### src/rtl/dcd_pkg.sv
// ----------------------------------------------------------------------------
// dcd_pkg: shared types and constants of the decimal counter display
// Digit count, lockout defaults, register indexes, the result record and
// the seven-segment decode table.
// ----------------------------------------------------------------------------
package dcd_pkg;

  // number of BCD digit cells in the counter chain
  localparam int NUM_DIGITS = 4;

  // scan pointer and digits-in-use widths follow the digit count
  localparam int SCAN_W = (NUM_DIGITS > 1) ? $clog2(NUM_DIGITS) : 1;
  localparam int POS_W  = SCAN_W + 1;
  localparam int USED_W = $clog2(NUM_DIGITS + 1);
  localparam logic [USED_W-1:0] USED_RESET =
    USED_W'((NUM_DIGITS < 4) ? NUM_DIGITS : 4);

  // fixed field widths
  localparam int MS_W      = 32;
  localparam int LOCK_W    = 16;
  localparam int SEG_W     = 7;
  localparam int EN_W      = 4;
  localparam int COUNT_W   = 14;
  localparam int SHOWN_W   = 3;
  localparam int CFG_IDX_W = 2;

  localparam logic [MS_W-1:0]   MS_MAX         = '1;
  localparam logic [LOCK_W-1:0] RST_LOCK_RESET = 16'd50;
  localparam logic [LOCK_W-1:0] CNT_LOCK_RESET = 16'd150;
  localparam logic [SEG_W-1:0]  SEG_BLANK      = 7'h7F;

  // item kinds
  localparam logic OP_TICK  = 1'b0;
  localparam logic OP_EVENT = 1'b1;

  // configuration register indexes
  localparam logic [CFG_IDX_W-1:0] CFG_RESET_LOCKOUT = 2'd0;
  localparam logic [CFG_IDX_W-1:0] CFG_COUNT_LOCKOUT = 2'd1;

  typedef struct packed {
    logic [SEG_W-1:0]   segments;
    logic [EN_W-1:0]    digit_enable;
    logic [COUNT_W-1:0] count_value;
    logic [SHOWN_W-1:0] shown_digits;
  } dcd_result_t;

  // active-low common-anode decode, codes above nine fold back modulo ten
  function automatic logic [SEG_W-1:0] seg_lookup(input logic [3:0] d);
    logic [SEG_W-1:0] s;
    unique case (d)
      4'd0, 4'd10: s = 7'h40;
      4'd1, 4'd11: s = 7'h79;
      4'd2, 4'd12: s = 7'h24;
      4'd3, 4'd13: s = 7'h30;
      4'd4, 4'd14: s = 7'h19;
      4'd5, 4'd15: s = 7'h12;
      4'd6:        s = 7'h02;
      4'd7:        s = 7'h78;
      4'd8:        s = 7'h00;
      4'd9:        s = 7'h10;
      default:     s = SEG_BLANK;
    endcase
    return s;
  endfunction

endpackage

### src/rtl/dcd_digit_cell.sv
// ----------------------------------------------------------------------------
// dcd_digit_cell: one BCD digit of the counter chain
// Holds a decimal digit, takes a carry from the lower neighbor and passes a
// carry up when it rolls over from nine.
// ----------------------------------------------------------------------------
module dcd_digit_cell import dcd_pkg::*; (
  input  logic       clk,
  input  logic       rst_n,
  input  logic       clear,
  input  logic       carry_in,
  output logic       carry_out,
  output logic [3:0] digit,
  output logic [3:0] digit_nxt
);

  logic [3:0] digit_r;

  // rollover at nine, clear wins over carry
  always_comb begin
    digit_nxt = digit_r;
    if (clear) begin
      digit_nxt = 4'd0;
    end else if (carry_in) begin
      digit_nxt = (digit_r >= 4'd9) ? 4'd0 : digit_r + 4'd1;
    end
  end

  assign carry_out = carry_in && (digit_r >= 4'd9);
  assign digit     = digit_r;

  always_ff @(posedge clk) begin
    if (!rst_n) begin
      digit_r <= 4'd0;
    end else begin
      digit_r <= digit_nxt;
    end
  end

endmodule

### config.mk
export PLATFORM = sky130hd
export DESIGN_NAME = dcd_digit_cell
export DESIGN_NICKNAME = d
export VERILOG_FILES = /design/src/rtl/dcd_pkg.sv /design/src/rtl/dcd_digit_cell.sv
export SDC_FILE = /design/constraint.sdc
export NUM_CORES = 1
export LEC_CHECK = 0
export BUFFER_PORTS_ARGS = -buffer_cell sky130_fd_sc_hd__clkbuf_2
export CAP_MARGIN = 15
export CORE_AREA = 2 2 39 41
export CTS_BUF_LIST = sky130_fd_sc_hd__clkbuf_2 sky130_fd_sc_hd__clkbuf_4 sky130_fd_sc_hd__clkbuf_8
export DETAILED_ROUTE_END_ITERATION = 10
export DIE_AREA = 0 0 41 43
export PLACE_DENSITY = 0.52
export SKIP_CTS_REPAIR_TIMING = 1
export SLEW_MARGIN = 20
export SYNTH_ARGS = -nofsm -noshare
export SYNTH_HDL_FRONTEND = slang
export SYNTH_SLANG_ARGS = --single-unit
### constraint.sdc
create_clock -name clk -period 1.5 [get_ports clk]
set_input_delay 0 -clock clk [delete_from_list [all_inputs] [get_ports clk]]
set_output_delay 0 -clock clk [all_outputs]
set_load 0.1 [all_outputs]
**After elaboration in Yosys (flattened, before gate mapping)**

Index checks and enable logic that the tools add are counted.

- Output and inout bits: 9
- Register bits: 4
- Input bits: 4

- Add/sub/neg operators: 1
- Reduce and logical (&&, ||, !) cells: 1
- Multiplexer cells: 3
- Order comparisons: 1

Operators by type and width:

| kind | number |
|---|---|
| 4-bit 2-to-1 mux | 3 |
| 4-bit by 1-bit adder with 4-bit output (second input constant) | 1 |
| 4-bit greater-or-equal comparator (second input constant) | 1 |
| 1-bit logical AND | 1 |

**Longest topological paths before layout**

Gate-level depths: netlist of run 1.

- Depth after elaboration: 4
- Depth in mapped cells: 5
- Gate-level depth less buffers: 5

**Worst setup path before layout of run 1**

Ideal clock, no wire load.

- Path kind: flip-flop to output port
- From: register digit_r[1], in the netlist digit[1]
- To: output port digit_nxt[0]
- Cell stages (with the launch flop): 6
- Slack: -1.489 ns
- Arrival: 2.989 ns
- Buffers on the path: 0
- Cell sequence: dfxtp_1 inv_1 ha_1 nor3b_4 o21bai_2 nor2_1

- Cells in the longest elaborated chain, start to end: 4

RTL lines:

| what | RTL line | text |
|---|---|---|
| start: declaration | dcd_digit_cell.sv:16 | `logic [3:0] digit_r;` |
| start signal: assignment | dcd_digit_cell.sv:35 | `digit_r <= digit_nxt;` |
| 4-bit greater-or-equal comparator | dcd_digit_cell.sv:24 | `digit_nxt = (digit_r >= 4'd9) ? 4'd0 : digit_r + 4'd1;` |
| 4-bit 2-to-1 mux | dcd_digit_cell.sv:24 |  |
| 4-bit 2-to-1 mux | dcd_digit_cell.sv:23 | `end else if (carry_in) begin` |
| 4-bit 2-to-1 mux | dcd_digit_cell.sv:21 | `if (clear) begin` |
| end: declaration | dcd_digit_cell.sv:13 | `output logic [3:0] digit_nxt` |

No other way between the ends.

**Final worst setup path of run 1**

- From: register digit_r[1], in the netlist digit[1]
- To: output port digit_nxt[3]

- Cells in the longest elaborated chain, start to end: 4
- Elaborated cells between the ends (all ways): 5
- Classes of those cells: add/sub: 1; order compare: 1; mux: 3

RTL lines:

| what | RTL line |
|---|---|
| 4-bit by 1-bit adder with 4-bit output or 4-bit greater-or-equal comparator (tied branches) | dcd_digit_cell.sv:24 |
| 4-bit 2-to-1 mux (*) | dcd_digit_cell.sv:24 |
| 4-bit 2-to-1 mux (*) | dcd_digit_cell.sv:23 |
| 4-bit 2-to-1 mux (*) | dcd_digit_cell.sv:21 |

Every way passes the cells marked *; elsewhere a longest branch is shown, timed or not.

==> results of run 1 <==
[routing by layer]
metal	vias up	global-route usage, %	share of wire (%)
li1	132	-	-
met1	110	11.3	43
met2	9	10.9	51
met3	0	1.57	5.6
met4	0	8.00	0
met5	-	0	0
[power by group through the flow]
| stage | clock network (uW) | registers [uW] | logic (uW) |
|---|---|---|---|
| CTS | 172 | 110 | 95.3 |
| finish | 163 | 110 | 108 |
| floorplan | 0 | 125 | 55.9 |
| global placement | 0 | 112 | 94.5 |
| global route | 175 | 110 | 114 |
| detailed placement | 0 | 112 | 95.3 |
[cell usage in the layout, fill, tap and decap left out, types with 2 or more instances in the layout]
| cell | netlist | layout |
|---|---|---|
| buf_12 | 0 | 4 |
| buf_4 | 0 | 4 |
| clkbuf_2 | 0 | 7 |
| clkbuf_4 | 0 | 4 |
| dfxtp_2 | 0 | 2 |
| dfxtp_4 | 0 | 2 |
| nand2_1 | 2 | 2 |
| nor2_1 | 9 | 4 |
| nor2_4 | 0 | 5 |
[logic make-up (layout without fill, tap and decap cells)]
kind of cell / after synthesis / in the layout
flops: 4 / 4
simple gates: 14 / 14
fa+ha+maj: 3 / 3
mux: 1 / 1
xor+xnor: 3 / 3
buf+inv: 2 / 22
compound gates: 2 / 2
[critical path, stage by stage (launching register included)]
cell and delay (ps):
dfxtp_4 350, inv_4 60, ha_2 150, nor3b_4 260, o21bai_4 150, nor2_4 150, buf_12 180
[stage by stage]
stage          setup slack (ps)  instance area [sq um]
2_1_floorplan              -265                    312
6_report                  -34.9                    541
3_5_place_dp                105                    452
5_1_grt                   -99.6                    541
3_3_place_gp                135                    452
4_1_cts                    -147                    482
[worst max-delay path by stage]
| stage | endpoint | cells after the start |
|---|---|---|
| 2_1_floorplan | digit_nxt[0] | 5 |
| 3_3_place_gp | digit_nxt[0] | 6 |
| 3_5_place_dp | digit_nxt[2] | 6 |
| 4_1_cts | digit_nxt[2] | 6 |
| 5_1_grt | digit_nxt[3] | 6 |
| 6_report | digit_nxt[3] | 6 |
[layout make-up]
cell class | count | area (sq um) | share of cell area (%)
Timing Repair Buffer | 16 | 156 | 28.9
Inverter | 2 | 10.0 | 1.85
Tap cell | 16 | 20.0 | 3.70
Clock buffer | 4 | 30.0 | 5.56
Multi-Input combinational cell | 23 | 234 | 43.3
Sequential cell | 4 | 90.1 | 16.7
==> impl_metrics.yaml, run 1 <==
setup_path:
  cp_data_arrival_time_ps: 1530
  required_ps: 1500
  critical_path.startpoint: "digit[1]$_SDFF_PN0_"
  ff2ff_setup_slack_ps: 250
  cp-start-kind: "flip-flop"
  worstSetupPathType: "flip-flop to primary output"
  crit_path_end_kind: "primary output"
  worstPathMaxFanout: 5
  timing.rr.start: "digit[0]$_SDFF_PN0_"
  reg2reg_to: "digit[3]$_SDFF_PN0_"
  worst_r2r_path_depth: 6
timing:
  grt_setup_unrepaired: "true"
  finalHoldViolCount: 0
  setup_tns_ps: -116
  min_period_ps: 1530
  slew_violations: 0
  fin_ws_ps: -34.9
  whs_ps: 85.5
  setup_viol: 4
  tightest_slew_ps: 542
  relSlewSlack_pct: 64.0
  fin_crit_sh_pct: 102
  max_freq_mhz: 651
  fin_skew_ps: 5.63
floorplanning:
  core_area_sq_um: 1380
  ioPinCount: 13
  chipHeight_microns: 43
  die-area_sq_um: 1760
  num_rows: 14
  die_x_microns: 41
  start_util_pct: 18.4
global_route:
  grt_pass1_vias: 237
  grt_pass1_wl_microns: 993
  overflow: 0
  grt_util_all_layers_pct: 8.53
  grt_max_degree: 7
  antenna_found_initial: 0
cells_and_area:
  fin_util_pct: 39.1
  drive_above_1_share_pct: 75.5
  n_antenna_cell: 0
  n_fill_cell: 144
  areaGrowthSynthToFinish_pct: 113
  final_nets: 57
  largest_reg_flops: 4
  fin_cells: 65
placement:
  dp.final_hpwl_microns: 522
  dp_cells: 57
  io_buffers: 12
  finalWeightedCongestion: 0.633
pwr:
  p_switching_uw: 115
  internal-power_uw: 266
  swShare_pct: 30.1
  power_frac_clock_pct: 42.8
  p_seq_share_pct: 28.9
  total_power_uw: 381
  power.density_nw_per_um2: 704
  power_leakage_uw: 0.000217
  ir_drop_v: 0.000338
  pwr-share-comb_pct: 28.3
routing:
  routed_wl_microns: 627
  vias: 251
  drcViolationCount: 0
  dr.pass1.iters: 1
  viasPerCell: 3.86
  drt_iter0_drc: 0
  ant_nets: 0
  wl_per_cell_microns: 9.65
logic_synthesis:
  syn-num-nets: 36
  synth_cell_type_count: 13
  synth_commonest_cells: "nor2_1 (9), dfxtp_1 (4), ha_1 (3)"
  avgSynthCellArea_sq_um: 8.76
  yosysWarnings: 0
  synth.most_common_cell: "nor2_1"
  synth_top_family_by_area: "simple AND/OR/NAND/NOR gates"
  synth_mux_area_share_pct: 3.94
  synthXorXnorAreaFrac_pct: 10.3
  async_reset_ff_share_pct: 0
  synth.yosys.seq_area_share_pct: 31.5
  synth-compound-area-share_pct: 7.88
  synth.top_cell.area_share_pct: 31.5
  ys_seq_elements: 4
  synthAdderAreaFrac_pct: 14.8
  synth_cells: 29
  yosys.area.top_type: "dfxtp_1"
  synth_area_leaders: "dfxtp_1 (32%), ha_1 (15%), nor2_1 (13%)"
  mappedNetlistArea_sq_um: 254
  yosys.area_share.simple_pct: 28.6
  synth-main-ff-cell: "dfxtp_1"
  synth_edf_count: 0
clock_network:
  h-tree-depth: 1
  cts_root_buf: "clkbuf_4"
  clk_path_buf_depth: 2
  cts_tree: "yes"
  cts_buffers: 3
  insertion_delay_ps: 230
  clk_pin_slew_worst_paths_ps: 40
  cts.sinks: 4
hold_path:
  hold_path.class: "primary input to flip-flop"
  hp-start: "clear"
  whs_path_depth: 4
  hold_path_end: "digit[1]$_SDFF_PN0_"
outcome:
  status: "finished, violations left"
  violations: "setup timing"
job:
  drv_cap: 0
No activity file was read; power rests on OpenSTA's default activity.
==> inputs of run 2 (changes only) <==
--- a/config.mk
+++ b/config.mk
@@ -5,13 +5,15 @@
 export SDC_FILE = /design/constraint.sdc
 export NUM_CORES = 1
 export LEC_CHECK = 0
-export BUFFER_PORTS_ARGS = -buffer_cell sky130_fd_sc_hd__clkbuf_2
+export BUFFER_PORTS_ARGS = -buffer_cell sky130_fd_sc_hd__buf_2
 export CAP_MARGIN = 15
-export CORE_AREA = 2 2 39 41
+export CELL_PAD_IN_SITES_DETAIL_PLACEMENT = 1
+export CELL_PAD_IN_SITES_GLOBAL_PLACEMENT = 2
+export CORE_AREA = 8 8 45 47
 export CTS_BUF_LIST = sky130_fd_sc_hd__clkbuf_2 sky130_fd_sc_hd__clkbuf_4 sky130_fd_sc_hd__clkbuf_8
 export DETAILED_ROUTE_END_ITERATION = 10
-export DIE_AREA = 0 0 41 43
-export PLACE_DENSITY = 0.52
+export DIE_AREA = 0 0 53 55
+export PLACE_DENSITY = 0.76
 export SKIP_CTS_REPAIR_TIMING = 1
 export SLEW_MARGIN = 20
 export SYNTH_ARGS = -nofsm -noshare
==> impl_metrics.yaml, run 2 (same netlist as run 1, synthesis figures left out) <==
global_route:
  grt_pass1_vias: 248
  overflow: 0
  antenna_found_initial: 0
  grt_util_all_layers_pct: 5.79
  grt_max_degree: 7
  grt_pass1_wl_mm: 1.11
setup_path:
  worstSetupPathType: "flip-flop to primary output"
  cp_data_arrival_time_ps: 1530
  crit_path_max_incr_delay_ps: 360
  cp_cell_sequence: "inv_4, ha_4, nor3b_4, o21bai_4, nor2_4, buf_12"
  crit_path_end_kind: "primary output"
  worstPathMaxFanout: 4
  cp-start-kind: "flip-flop"
  required_ps: 1500
  cpMaxStageDelayCell: "dfxtp_4"
job:
  drv_cap: 0
timing:
  fin_crit_sh_pct: 102
  fin_skew_ps: 0.778
  max_freq_mhz: 656
  slew_violations: 0
  setup_tns_ps: -45.9
  setup_viol: 2
  min_period_ps: 1530
  grt_setup_unrepaired: "true"
  fin_ws_ps: -25.3
  relSlewSlack_pct: 67.6
  tightest_slew_ps: 489
  finalHoldViolCount: 0
cells_and_area:
  largest_reg_flops: 4
  drive_above_1_share_pct: 74.5
  final_common_cell: "buf_2"
  fin_util_pct: 39.3
  final_nets: 56
  final_cell_mix: "buf_2 (7), nor2_4 (5), buf_12 (5), nor2_1 (4)"
  areaGrowthSynthToFinish_pct: 114
  n_fill_cell: 156
  n_antenna_cell: 0
routing:
  drcViolationCount: 0
  routed_wl_microns: 779
  dr.pass1.iters: 2
  drt_iter0_drc: 2
  vias: 268
  ant_nets: 0
  viasPerCell: 4.25
  wl_per_cell_microns: 12.4
floorplanning:
  num_rows: 14
  core_area_sq_um: 1380
  die_x_microns: 53
  chipHeight_microns: 55
  ioPinCount: 13
  start_util_pct: 18.4
  die-area_sq_um: 2920
clock_network:
  h-tree-depth: 1
  cts_buffers: 3
  cts_tree: "yes"
  clk_pin_slew_worst_paths_ps: 40
  cts_root_buf: "clkbuf_4"
  insertion_delay_ps: 240
  cts.sinks: 4
  clk_path_buf_depth: 2
pwr:
  total_power_uw: 355
  power.density_nw_per_um2: 653
  ir_drop_v: 0.000299
  power_leakage_uw: 0.000214
placement:
  finalWeightedCongestion: 0.745
  pre_cts_slack_ps: 194
  io_buffers: 12
  dp.final_hpwl_microns: 593
hold_path:
  hold_path.class: "primary input to flip-flop"
outcome:
  status: "finished, violations left"
  violations: "setup timing"
run 2: cell types whose count changed in the layout (fill, tap and decap cells not counted), sizes merged:
cell	delta
clkbuf	-8
buf	+6
run 2: worst max-delay path, delay by kind of cell (launching register included):
family / cells / cell delay, ps
AOI/OAI and AO/OA: 1 / 150
adders and majority gates: 1 / 150
buffers and inverters: 2 / 230
DFF: 1 / 360
and+or+nand+nor: 2 / 390
run 2: worst paths after layout:
path / startpoint / endpoint / slack, ps / cells past startpoint
setup reg to reg: digit[0]$_SDFF_PN0_ / digit[3]$_SDFF_PN0_ / 250 / 6
hold / removal: clear / digit[0]$_SDFF_PN0_ / 80 / 4
hold reg to reg: digit[3]$_SDFF_PN0_ / digit[3]$_SDFF_PN0_ / 580 / 2
setup / recovery: digit[1]$_SDFF_PN0_ / digit_nxt[1] / -30 / 6
run 2: final cells by class:
class,count,area (sq um),area share (%)
well taps,16,20.0,3.68
repair buffers,15,158,29.0
multi-input cells,23,244,44.8
flip-flops and latches,4,90.1,16.6
clock buffers,3,22.5,4.14
inverters,2,10.0,1.84
run 2: stage by stage:
| step | hold slack [ps] | instances | instance area, sq um |
|---|---|---|---|
| after global routing | 106 | 63 | 544 |
| after global placement | 340 | 58 | 474 |
| after CTS | 85.0 | 61 | 497 |
| after floorplan | 180 | 29 | 312 |
| final | 75.5 | 63 | 544 |
| after detailed placement | 335 | 58 | 474 |
run 2: power breakdown:
part / internal, uW / switching, uW
sequential: 107 / 3.70
combinational: 38.7 / 66.7
clock: 89.9 / 49.5
run 2: routing by layer:
layer / vias up / wire length [microns] / global-route usage, %
met3: 4 / 83 / 3.48
met1: 123 / 276 / 5.78
met5: - / 0 / 0
met4: 0 / 24 / 6.47
li1: 132 / - / -
met2: 9 / 394 / 7.81
