[src/rtl/dcd_pkg.sv]
// ----------------------------------------------------------------------------
// dcd_pkg: shared types and constants of the decimal counter display
// Digit count, lockout defaults, register indexes, the result record and
// the seven-segment decode table.
// ----------------------------------------------------------------------------
package dcd_pkg;

  // number of BCD digit cells in the counter chain
  localparam int NUM_DIGITS = 4;

  // scan pointer and digits-in-use widths follow the digit count
  localparam int SCAN_W = (NUM_DIGITS > 1) ? $clog2(NUM_DIGITS) : 1;
  localparam int POS_W  = SCAN_W + 1;
  localparam int USED_W = $clog2(NUM_DIGITS + 1);
  localparam logic [USED_W-1:0] USED_RESET =
    USED_W'((NUM_DIGITS < 4) ? NUM_DIGITS : 4);

  // fixed field widths
  localparam int MS_W      = 32;
  localparam int LOCK_W    = 16;
  localparam int SEG_W     = 7;
  localparam int EN_W      = 4;
  localparam int COUNT_W   = 14;
  localparam int SHOWN_W   = 3;
  localparam int CFG_IDX_W = 2;

  localparam logic [MS_W-1:0]   MS_MAX         = '1;
  localparam logic [LOCK_W-1:0] RST_LOCK_RESET = 16'd50;
  localparam logic [LOCK_W-1:0] CNT_LOCK_RESET = 16'd150;
  localparam logic [SEG_W-1:0]  SEG_BLANK      = 7'h7F;

  // item kinds
  localparam logic OP_TICK  = 1'b0;
  localparam logic OP_EVENT = 1'b1;

  // configuration register indexes
  localparam logic [CFG_IDX_W-1:0] CFG_RESET_LOCKOUT = 2'd0;
  localparam logic [CFG_IDX_W-1:0] CFG_COUNT_LOCKOUT = 2'd1;

  typedef struct packed {
    logic [SEG_W-1:0]   segments;
    logic [EN_W-1:0]    digit_enable;
    logic [COUNT_W-1:0] count_value;
    logic [SHOWN_W-1:0] shown_digits;
  } dcd_result_t;

  // active-low common-anode decode, codes above nine fold back modulo ten
  function automatic logic [SEG_W-1:0] seg_lookup(input logic [3:0] d);
    logic [SEG_W-1:0] s;
    unique case (d)
      4'd0, 4'd10: s = 7'h40;
      4'd1, 4'd11: s = 7'h79;
      4'd2, 4'd12: s = 7'h24;
      4'd3, 4'd13: s = 7'h30;
      4'd4, 4'd14: s = 7'h19;
      4'd5, 4'd15: s = 7'h12;
      4'd6:        s = 7'h02;
      4'd7:        s = 7'h78;
      4'd8:        s = 7'h00;
      4'd9:        s = 7'h10;
      default:     s = SEG_BLANK;
    endcase
    return s;
  endfunction

endpackage

[src/rtl/dcd_out_skid.sv]
// ----------------------------------------------------------------------------
// dcd_out_skid: two-entry result buffer
// Output register plus a skid stage so a new request is taken while the
// previous result still waits on a stalled receiver.
// ----------------------------------------------------------------------------
module dcd_out_skid import dcd_pkg::*; (
  input  logic        clk,
  input  logic        rst_n,
  input  logic        push_valid,
  output logic        push_ready,
  input  dcd_result_t push_data,
  output logic        pop_valid,
  input  logic        pop_ready,
  output dcd_result_t pop_data
);

  logic        out_valid_r, out_valid_nxt;
  logic        skid_valid_r, skid_valid_nxt;
  dcd_result_t out_data_r, out_data_nxt;
  dcd_result_t skid_data_r, skid_data_nxt;
  logic        push, pop;

  assign push_ready = !skid_valid_r;
  assign push       = push_valid && push_ready;
  assign pop        = out_valid_r && pop_ready;

  // refill the output from the skid stage first, then from a new request
  always_comb begin
    out_valid_nxt  = out_valid_r;
    skid_valid_nxt = skid_valid_r;
    out_data_nxt   = out_data_r;
    skid_data_nxt  = skid_data_r;
    if (pop) begin
      if (skid_valid_r) begin
        out_data_nxt   = skid_data_r;
        skid_valid_nxt = 1'b0;
      end else if (push) begin
        out_data_nxt   = push_data;
      end else begin
        out_valid_nxt  = 1'b0;
      end
    end else if (push) begin
      if (!out_valid_r) begin
        out_data_nxt   = push_data;
        out_valid_nxt  = 1'b1;
      end else begin
        skid_data_nxt  = push_data;
        skid_valid_nxt = 1'b1;
      end
    end
  end

  always_ff @(posedge clk) begin
    if (!rst_n) begin
      out_valid_r  <= 1'b0;
      skid_valid_r <= 1'b0;
    end else begin
      out_valid_r  <= out_valid_nxt;
      skid_valid_r <= skid_valid_nxt;
    end
  end

  always_ff @(posedge clk) begin
    out_data_r  <= out_data_nxt;
    skid_data_r <= skid_data_nxt;
  end

  assign pop_valid = out_valid_r;
  assign pop_data  = out_data_r;

endmodule

[config.mk]
export PLATFORM = sky130hd
export DESIGN_NAME = dcd_out_skid
export DESIGN_NICKNAME = d
export VERILOG_FILES = /design/src/rtl/dcd_pkg.sv /design/src/rtl/dcd_out_skid.sv
export SDC_FILE = /design/constraint.sdc
export NUM_CORES = 1
export LEC_CHECK = 0
export ABC_AREA = 1
export BUFFER_PORTS_ARGS = -buffer_cell sky130_fd_sc_hd__buf_2
export CORE_MARGIN = 5
export CORE_UTILIZATION = 35
export DETAILED_ROUTE_END_ITERATION = 16
export SLEW_MARGIN = 20
export SYNTH_ARGS = -nofsm -noshare
export SYNTH_HDL_FRONTEND = slang
export SYNTH_SLANG_ARGS = --single-unit
[constraint.sdc]
create_clock -name clk -period 3.54 [get_ports clk]
set_input_delay 0.354 -clock clk [delete_from_list [all_inputs] [get_ports clk]]
set_output_delay 0.354 -clock clk [all_outputs]
set_load 0.1 [all_outputs]
**After elaboration in Yosys (flattened, before gate mapping)**

Cells that the tools add are included.

- Word-level logic and storage cells: 34
- Register bits: 58
- Bits of input ports: 32

- Bitwise operators: 2
- Reduce and logical (&&, ||, !) cells: 10
- Equality and inequality tests: 3
- Mux-type cells: 9

Operators by type and width:

| cell | number |
|---|---|
| 2-to-1 mux 28 bit | 5 |
| AND reduction 3 bit | 3 |
| 2-to-1 mux 1 bit | 4 |
| inequality test 2 bit, second input constant | 2 |
| nonzero test 2 bit | 2 |
| logical AND 1 bit | 2 |
| inequality test 2 x 1 -> 1 bit, second input constant | 1 |
| NOT 1 bit | 2 |
| AND reduction 2 bit | 1 |
| OR reduction 2 bit | 1 |
| logical NOT 1 bit | 1 |

**Depth between registers and ports, before layout**

Gate-level depths: netlist of run 1.

- Word-level depth: 5
- Gate-level depth with buffers: 7
- Gate-level depth less buffers: 6

**Least setup slack after synthesis of run 1**

Ideal clock, no wire load.

- Path type: register to register
- From: register out_valid_r (netlist: pop_valid)
- To: register skid_data_r[0] (netlist bit) (enable)
- Path buffers: 1
- Arrival time: 3245 ps
- Stages on the path, launching flop included: 4
- Slack: -153 ps
- Period minus slack after synthesis: 3693 ps
- Cells stage by stage: dfxtp_1 -> buf_4 -> inv_1 -> nor3_1

- Cells in the longest elaborated chain, start to end: 3

RTL lines:

| element | RTL line | text |
|---|---|---|
| from (decl) | dcd_out_skid.sv:17 | `logic out_valid_r, out_valid_nxt;` |
| from (signal assigned) | dcd_out_skid.sv:58 | `out_valid_r <= out_valid_nxt;` |
| logical AND 1 bit | dcd_out_skid.sv:25 | `assign pop = out_valid_r && pop_ready;` |
| NOT 1 bit (no line) | -- |  |
| AND reduction 3 bit (no line) * | -- |  |
| to (signal assigned) | dcd_out_skid.sv:65 | `skid_data_r <= skid_data_nxt;` |
| to (decl) | dcd_out_skid.sv:20 | `dcd_result_t skid_data_r, skid_data_nxt;` |

Every way passes the cells marked *; elsewhere a longest branch is shown, timed or not.
A chain may end at the register's enable or synchronous reset.

**Worst setup path in the final report of run 1**

- From: input port pop_ready
- To: register out_data_r, in the netlist pop_data[1] (enable)

- Cells in the longest elaborated chain, start to end: 3
- Elaborated cells between the ends (all ways): 4
- Classes of those cells: eq/ne: 1; reduce/logical: 3

RTL lines:

| element | RTL line | text |
|---|---|---|
| from (decl) | dcd_out_skid.sv:13 | `input logic pop_ready,` |
| logical AND 1 bit * | dcd_out_skid.sv:25 |  |
| inequality test 2 x 1 -> 1 bit (no line) / nonzero test 2 bit (equally long branches) | -- |  |
| AND reduction 3 bit (no line) * | -- |  |
| to (signal assigned) | dcd_out_skid.sv:64 | `out_data_r <= out_data_nxt;` |
| to (decl) | dcd_out_skid.sv:19 | `dcd_result_t out_data_r, out_data_nxt;` |

Marks and branches as above.

==> out/qor.log, run 1 <==
INFO  global_route   grt_use_total=11.8%
INFO  placement      post-dp-hpwl=3.09mm
INFO  sta            final.setup.worst_slack=1390ps
INFO  clocking       tritoncts=done
INFO  clocking       cts.repair.resized=0
INFO  cells_and_area synthToLayoutAreaGrowth=24.1%
INFO  sta            max-slew-margin-rel=46.7%
INFO  critical_path  crit_required=3490ps
INFO  routing        ant_nets=0
INFO  placement      place_inst=301
INFO  outcome        outcome=complete, no violations
INFO  routing        drt_drc_violations_left=0
INFO  power          design_power_total=1.72mW
INFO  synth          synth_cells=173
INFO  sta            layout_skew=7.29ps
INFO  floorplan      die-width=90.9microns
INFO  floorplan      coreArea=0.00635sqmm
INFO  clocking       clk_pin_slew_worst_paths=60ps
INFO  synth          synthesis.yosys.warnings=0
INFO  floorplan      design.die.area=0.00826sqmm
INFO  critical_path  critical-path-slowest-cell=nor2_4
INFO  sta            fin_crit_sh=60.7%
INFO  clocking       cts_stage_hold_buffer_count=0
INFO  synth          cell_taking_the_most_area_after_synthesis=edfxtp_1
INFO  clocking       cts_htree_levels=3
INFO  synth          yosysUniqueCellTypes=15
INFO  floorplan      i_o_pin_count=62
INFO  sta            final_hold_viol_count=0
INFO  clocking       cts.sinks=58
INFO  cells_and_area num_antenna_cells=0
INFO  sta            rsz_0062_raised_after_global_routing=false
INFO  sta            fin_setup_tns=0ps
INFO  power          total_leakage_power=1.17nW
INFO  clocking       clockRootBuffer=clkbuf_8
INFO  critical_path  worstPathMaxFanout=32
INFO  clocking       worst_skew_pair.late_latency=330ps
INFO  clocking       post_cts.repair.setup_buffers=0
INFO  routing        detail_route.vias_per_cell=4.72
INFO  clocking       clock_path_buffers=2
INFO  sta            setup_violating_endpoint_count_in_the_final_report=0
INFO  synth          yosysSeqAreaShare=75.2%
INFO  critical_path  worstPathArrival=2100ps
INFO  synth          synth_top_area_share=73.5%
INFO  flow_run       drv_cap=0
INFO  sta            slew_violations=0
INFO  placement      place_worst_setup_slack=1020ps
INFO  cells_and_area share_of_post_route_cells_with_drive_strength_above_1=34.7%
INFO  sta            hold_slack=208ps
INFO  global_route   first_global_vias=1,542
INFO  worst_hold_path holdCritPathClass=primary input to flip-flop
INFO  routing        totalWireLength=4.61mm
INFO  routing        firstDrtPassIters=4
INFO  routing        routedWlPerCell=14.6microns
INFO  synth          synth_top_cells_by_area=edfxtp_1, nand2_1, nand4_1, buf_2, dfxtp_1
INFO  routing        drt_iter0_drc=75
INFO  synth          avgSynthCellArea=13.2squm
INFO  global_route   grt_pass1_wl=7.44mm
INFO  sta            finalCriticalPeriod=2150ps
INFO  critical_path  worstSetupEndpointType=flip-flop
INFO  placement      buffer_ports.inserted=61
INFO  critical_path  critical_path.startpoint_type=primary input
INFO  critical_path  worst-setup-path-type=primary input to flip-flop
INFO  cells_and_area design.final.nets=268
INFO  floorplan      dieHeight=90.9microns
INFO  global_route   grt_antenna_before_repair=0
INFO  floorplan      num_rows=29
INFO  power          power_density=607mW/mm^2
INFO  sta            fmax=0.465GHz
INFO  power          vdd_ir_drop_max=0.000207V
INFO  synth          ys_ff_latch=58
INFO  clocking       tritoncts.num_buffers=9
INFO  synth          synth_fp_nets=206
INFO  floorplan      start_util=36.0%
INFO  routing        routed-via-count=1,490
INFO  global_route   grt_max_degree=33
INFO  sta            worstMarginPinSlew=797ps
INFO  synth          synthesized_area=0.00229sqmm
INFO  global_route   grt-ovfl-total=0
INFO  cells_and_area finish.cell_count_without_fillers=316
INFO  critical_path  worst_path_largest_cell_delay=630ps
INFO  critical_path  critical_path.cell_chain=buf_2, nand2_1, ha_1, o21bai_1, nor2_4
INFO  placement      routabilityCongestion=0.651
## layer usage
layer	up-vias	wire, microns	global-route usage, %
met1	687	1950	13.5
met4	0	124	8.07
met5	-	0	0
met2	42	2250	18.5
li1	751	-	-
met3	10	294	4.00
## report_power, final
group	switching (mW)	internal [mW]	leakage (nW)
sequential	0.0102	0.805	0.534
combinational	0.296	0.0533	0.537
clock	0.237	0.324	0.101
## critical path, delay by kind of cell
kind,cells,cell delay (ps)
AO/OA/AOI/OAI,1,180
buffers and inverters,1,490
adder cells (fa/ha/maj),1,230
AND/OR/NAND/NOR,2,830
## cells in the final DEF, fill, tap and decap left out, types with 2 or more instances in the layout
master,count
dfxtp_1,2
buf_2,61
nor2_1,4
clkbuf_8,13
nand4_1,28
inv_1,2
clkinv_2,2
buf_4,4
nand2_1,60
edfxtp_1,56
## area by class of cell
cell class	instances	area (sq um)
clock buffer	13	179
timing repair buffer	65	335
fill	571	3510
sequential	58	1720
multi-input combinational	99	490
tap	77	96.3
inverter	2	7.51
clock inverter	2	10.0
## stage by stage
stage	util [%]	cell area, sq um
after floorplan	-	2290
after global placement	41.8	2650
after detailed placement	41.8	2650
after CTS	44.7	2840
after global routing	44.7	2840
final	44.7	2840
## kinds of logic (layout without fill, tap and decap cells)
| group | Yosys count | in the layout | synth area share [%] |
|---|---|---|---|
| AO/OA/AOI/OAI | 3 | 3 | 0.765 |
| adder cells (fa/ha/maj) | 1 | 1 | 0.547 |
| buffers and inverters | 16 | 82 | 4.16 |
| flip-flops | 58 | 58 | 75.2 |
| AND/OR/NAND/NOR | 95 | 95 | 19.3 |
## synthesized netlist by cell type (all sizes together)
master and n:
nand2 60, edfxtp 56, nand4 28, buf 14, nor2 5, dfxtp 2, inv 2, a21oi 1
ha 1, nand3 1, nor3 1, o21ai 1, o21bai 1
## path summary, 6_finish.rpt
kind                                     start              end  slack [ps]  cells past startpoint
worst min register to register  skid_data_r[6]      pop_data[6]         570                      2
worst min-delay path             push_data[18]  skid_data_r[18]         210                      1
worst max-delay path                 pop_ready      pop_data[1]        1390                      5
worst max register to register       pop_valid      pop_data[1]        1400                      5
## flip-flops by register name, indices dropped and copies added (netlist names)
register / flops
pop_valid: 1
skid_valid_r: 1
skid_data_r: 28
pop_data: 28
No activity file was read; power rests on OpenSTA's default activity.
==> run 2: changes to the inputs <==
--- a/config.mk
+++ b/config.mk
@@ -5,7 +5,7 @@
 export SDC_FILE = /design/constraint.sdc
 export NUM_CORES = 1
 export LEC_CHECK = 0
-export ABC_AREA = 1
+export ABC_AREA = 0
 export BUFFER_PORTS_ARGS = -buffer_cell sky130_fd_sc_hd__buf_2
 export CORE_MARGIN = 5
 export CORE_UTILIZATION = 35
==> constraint.sdc (replaced) <==
create_clock -name clk -period 2.2 [get_ports clk]
set_input_delay 0.22 -clock clk [delete_from_list [all_inputs] [get_ports clk]]
set_output_delay 0.22 -clock clk [all_outputs]
set_load 0.1 [all_outputs]
==> out/qor.log, run 2 <==
INFO  outcome        outcome=complete, no violations
INFO  global_route   first_global_vias=1,356 [-12%]
INFO  sta            setup_violating_endpoint_count_in_the_final_report=0 [unchanged]
INFO  floorplan      i_o_pin_count=62 [unchanged]
INFO  cells_and_area share_of_post_route_cells_with_drive_strength_above_1=61.5% [+27 points]
INFO  clocking       tritoncts.num_buffers=9 [unchanged]
INFO  clocking       clk_pin_slew_worst_paths=70ps [about the same]
INFO  worst_hold_path holdPathStages=1 [unchanged]
INFO  routing        met1_length=1.61mm [-18%]
INFO  floorplan      design.die.area=0.00806sqmm [-2.4%]
INFO  global_route   grt-ovfl-total=0 [unchanged]
INFO  synth          synth_top_cells_by_area=edfxtp_1, mux2_4, mux2_2, dfxtp_1, buf_6
INFO  clocking       clockRootBuffer=clkbuf_8
INFO  critical_path  rrSetupSlack=600ps [-800 ps]
INFO  floorplan      num_rows=29 [unchanged]
INFO  power          design_power_total=2.75mW [+59%]
INFO  routing        totalWireLength=4.01mm [-13%]
INFO  placement      buffer_ports.inserted=61 [unchanged]
INFO  critical_path  critical_path.startpoint_type=flip-flop
INFO  synth          asyncSetResetFlopFracSynth=0% [unchanged]
INFO  synth          synth_top_area_share=75.5% [+2.0 points]
INFO  clocking       clock_path_buffers=2 [unchanged]
INFO  sta            worstMarginPinSlew=541ps [-256 ps]
INFO  synth          predominant_post_synthesis_flop_cell=edfxtp_1
INFO  routing        dr_wl_met3=315microns [+7.1%]
INFO  floorplan      coreArea=0.00628sqmm [-1.1%]
INFO  placement      post-dp-hpwl=2.86mm [-7.5%]
INFO  critical_path  worstSetupEndpointType=flip-flop
INFO  global_route   grt_use_total=10.5% [-1.4 points]
INFO  floorplan      start_util=35.5% [-0.56 points]
INFO  synth          synthesis.yosys.warnings=0 [unchanged]
INFO  power          p_sw=835uW [+54%]
INFO  worst_hold_path hold-path-endpoint=skid_data_r[24]
INFO  cells_and_area most_common_library_cell_in_the_layout_ignoring_fill_and_taps=buf_2
INFO  critical_path  worstPathMaxFanout=28 [-13%]
INFO  synth          synth_fp_nets=134 [-35%]
INFO  sta            fmax=0.625GHz
INFO  sta            final.setup.worst_slack=599ps [-791 ps]
INFO  cells_and_area synthToLayoutAreaGrowth=27.9%
INFO  routing        firstDrtPassIters=4 [unchanged]
INFO  routing        drt_iter0_drc=76 [+1.3%]
INFO  routing        routedWlPerCell=15.7microns [+7.4%]
INFO  sta            layout_skew=9.52ps [+2.23 ps]
INFO  cells_and_area design.final.nets=207 [-23%]
INFO  synth          cell_taking_the_most_area_after_synthesis=edfxtp_1
INFO  power          clkPwrFrac=32.9% [+0.4 points]
INFO  synth          synth_top_cells_by_count=edfxtp_1, mux2_4, mux2_2
INFO  cells_and_area final_area=0.00285sqmm [+0.26%]
INFO  worst_hold_path min_from=push_data[24]
INFO  cells_and_area final_core_utilization=45.4% [+0.64 points]
INFO  critical_path  critical-path-slowest-cell=mux2_4
INFO  global_route   grt_pass1_wl=6.59mm [-11%]
INFO  power          power.share.combinational=19.2% [-1.0 points]
INFO  synth          synthesized_area=0.00223sqmm [-2.7%]
INFO  placement      place_inst=240 [-20%]
INFO  flow_run       drv_cap=0 [unchanged]
INFO  routing        drt_drc_violations_left=0 [unchanged]
INFO  floorplan      die-width=89.8microns [-1.2%]
INFO  clocking       cts.sinks=58 [unchanged]
INFO  power          total_leakage_power=1.15nW [-1.8%]
INFO  synth          avgSynthCellArea=22.1squm [+67%]
INFO  sta            max-slew-margin-rel=63.9% [+17 points]
INFO  floorplan      dieHeight=89.8microns [-1.2%]
INFO  synth          yosysMostFrequentCell=edfxtp_1
INFO  sta            finalCriticalPeriod=1600ps
INFO  clocking       cts_htree_levels=3 [unchanged]
INFO  routing        routed.top_layer=met4
INFO  clocking       worst_skew_pair.late_latency=320ps [about the same]
INFO  critical_path  crit_required=2270ps [-1220 ps]
INFO  critical_path  worstPathArrival=1670ps [-430 ps]
INFO  cells_and_area num_antenna_cells=0 [unchanged]
INFO  sta            slew_violations=0 [unchanged]
INFO  clocking       cts.repair.resized=0 [unchanged]
INFO  power          vdd_ir_drop_max=0.000496V [+140%]
INFO  sta            hold_slack=88.6ps [-120 ps]
INFO  critical_path  regToRegStartpoint=skid_valid_r
INFO  critical_path  critical_path.cell_chain=nand3_4, mux2_4
INFO  routing        routed-wl-met2=2.05mm [-8.7%]
INFO  cells_and_area finish.cell_count_without_fillers=256 [-19%]
INFO  sta            rsz_0062_raised_after_global_routing=false
INFO  routing        routed-via-count=1,167 [-22%]
INFO  synth          yosysUniqueCellTypes=17 [+2]
INFO  critical_path  worst-setup-path-type=flip-flop to flip-flop
INFO  power          power_frac_seq=47.9% [+0.6 points]
INFO  synth          synth_enable_flop_cells=56 [unchanged]
INFO  sta            fin_setup_tns=0ps [unchanged]
INFO  synth          synth_cells=101 [-42%]
INFO  power          power_report.internal_total=1.91mW [+62%]
INFO  power          switching_share=30.4% [-1.1 points]
INFO  sta            final_hold_viol_count=0 [unchanged]
INFO  synth          ys_ff_latch=58 [unchanged]
INFO  synth          yosysSeqAreaShare=77.3% [+2.1 points]
INFO  cells_and_area fillers=558 [-2.3%]
INFO  cells_and_area layout.cells.most_common_list=buf_2, edfxtp_1, mux2_4, clkbuf_8, mux2_2
INFO  worst_hold_path holdCritPathClass=primary input to flip-flop
INFO  critical_path  worst_path_largest_cell_delay=460ps [-170 ps]
INFO  clocking       cts_stage_hold_buffer_count=0 [unchanged]
INFO  global_route   grt_max_degree=29 [-12%]
INFO  routing        ant_nets=0 [unchanged]
INFO  sta            fin_crit_sh=72.8%
INFO  clocking       tritoncts=done
INFO  power          power_density=965mW/mm^2 [+59%]
INFO  critical_path  worstReg2RegEnd=pop_data[14]
INFO  global_route   grt_antenna_before_repair=0 [unchanged]
INFO  critical_path  worstRegToRegCells=2 [-3]
INFO  placement      routabilityCongestion=0.710 [+9.1%]
INFO  clocking       post_cts.repair.setup_buffers=0 [unchanged]
INFO  routing        detail_route.vias_per_cell=4.56 [-3.3%]
INFO  placement      place_worst_setup_slack=589ps [-427 ps]
INFO  placement      dpl_cell_area=0.00266sqmm [+0.47%]
-- run 2: cell count changes after synthesis, moves of 2 or more --
cell / change
mux2_2: +8
mux2_4: +20
buf_2: -10
buf_4: -2
nand2_1: -59
nor2b_1: +2
nand4_1: -28
nor2_1: -4
-- run 2: worst max-delay path, delay by kind of cell, from the launching register on --
family / cells / cell delay [ps]
AND/OR/NAND/NOR: 1 / 440
multiplexers: 1 / 460
flip-flops: 1 / 420
-- run 2: cell type report --
class	count	area, sq um	share of cell area, %
flip-flops and latches	58	1730	60.6
multi-input cells	40	498	17.5
repair buffers	64	340	12.0
clock buffers	9	124	4.35
well taps	77	96.3	3.38
clock inverters	7	60.1	2.11
inverters	1	3.75	0.132
-- run 2: power by group through the flow --
| stage | sequential, mW | clock (mW) | combinational, mW |
|---|---|---|---|
| floorplan | 1.65 | 0 | 0.106 |
| global placement | 1.34 | 0 | 0.525 |
| detailed placement | 1.34 | 0 | 0.534 |
| CTS | 1.32 | 0.937 | 0.534 |
| global route | 1.32 | 0.982 | 0.549 |
| finish | 1.31 | 0.904 | 0.529 |
-- run 2: per-layer routing --
metal	global-route usage (%)	up-vias
met5	0	-
met4	3.78	0
met2	17.5	49
met3	5.43	6
li1	-	546
met1	11.2	566
-- run 2: worst max path at each step --
stage / from / to / slack [ps] / cells after the start
final: skid_valid_r / pop_data[14] / 600 / 2
after global routing: skid_valid_r / pop_data[8] / 510 / 2
after CTS: skid_valid_r / pop_data[8] / 570 / 2
after detailed placement: skid_valid_r / pop_data[19] / 590 / 2
after global placement: skid_valid_r / pop_data[18] / 670 / 2
after floorplan: pop_valid / pop_data[0] / 150 / 3
-- run 2: cell families after synthesis --
logic type	Yosys count	share of synthesized area, %
flip-flops	58	77.3
adder cells (fa/ha/maj)	1	0.562
AO/OA/AOI/OAI	3	0.842
buffers and inverters	3	1.18
multiplexers	28	17.5
AND/OR/NAND/NOR	8	2.58
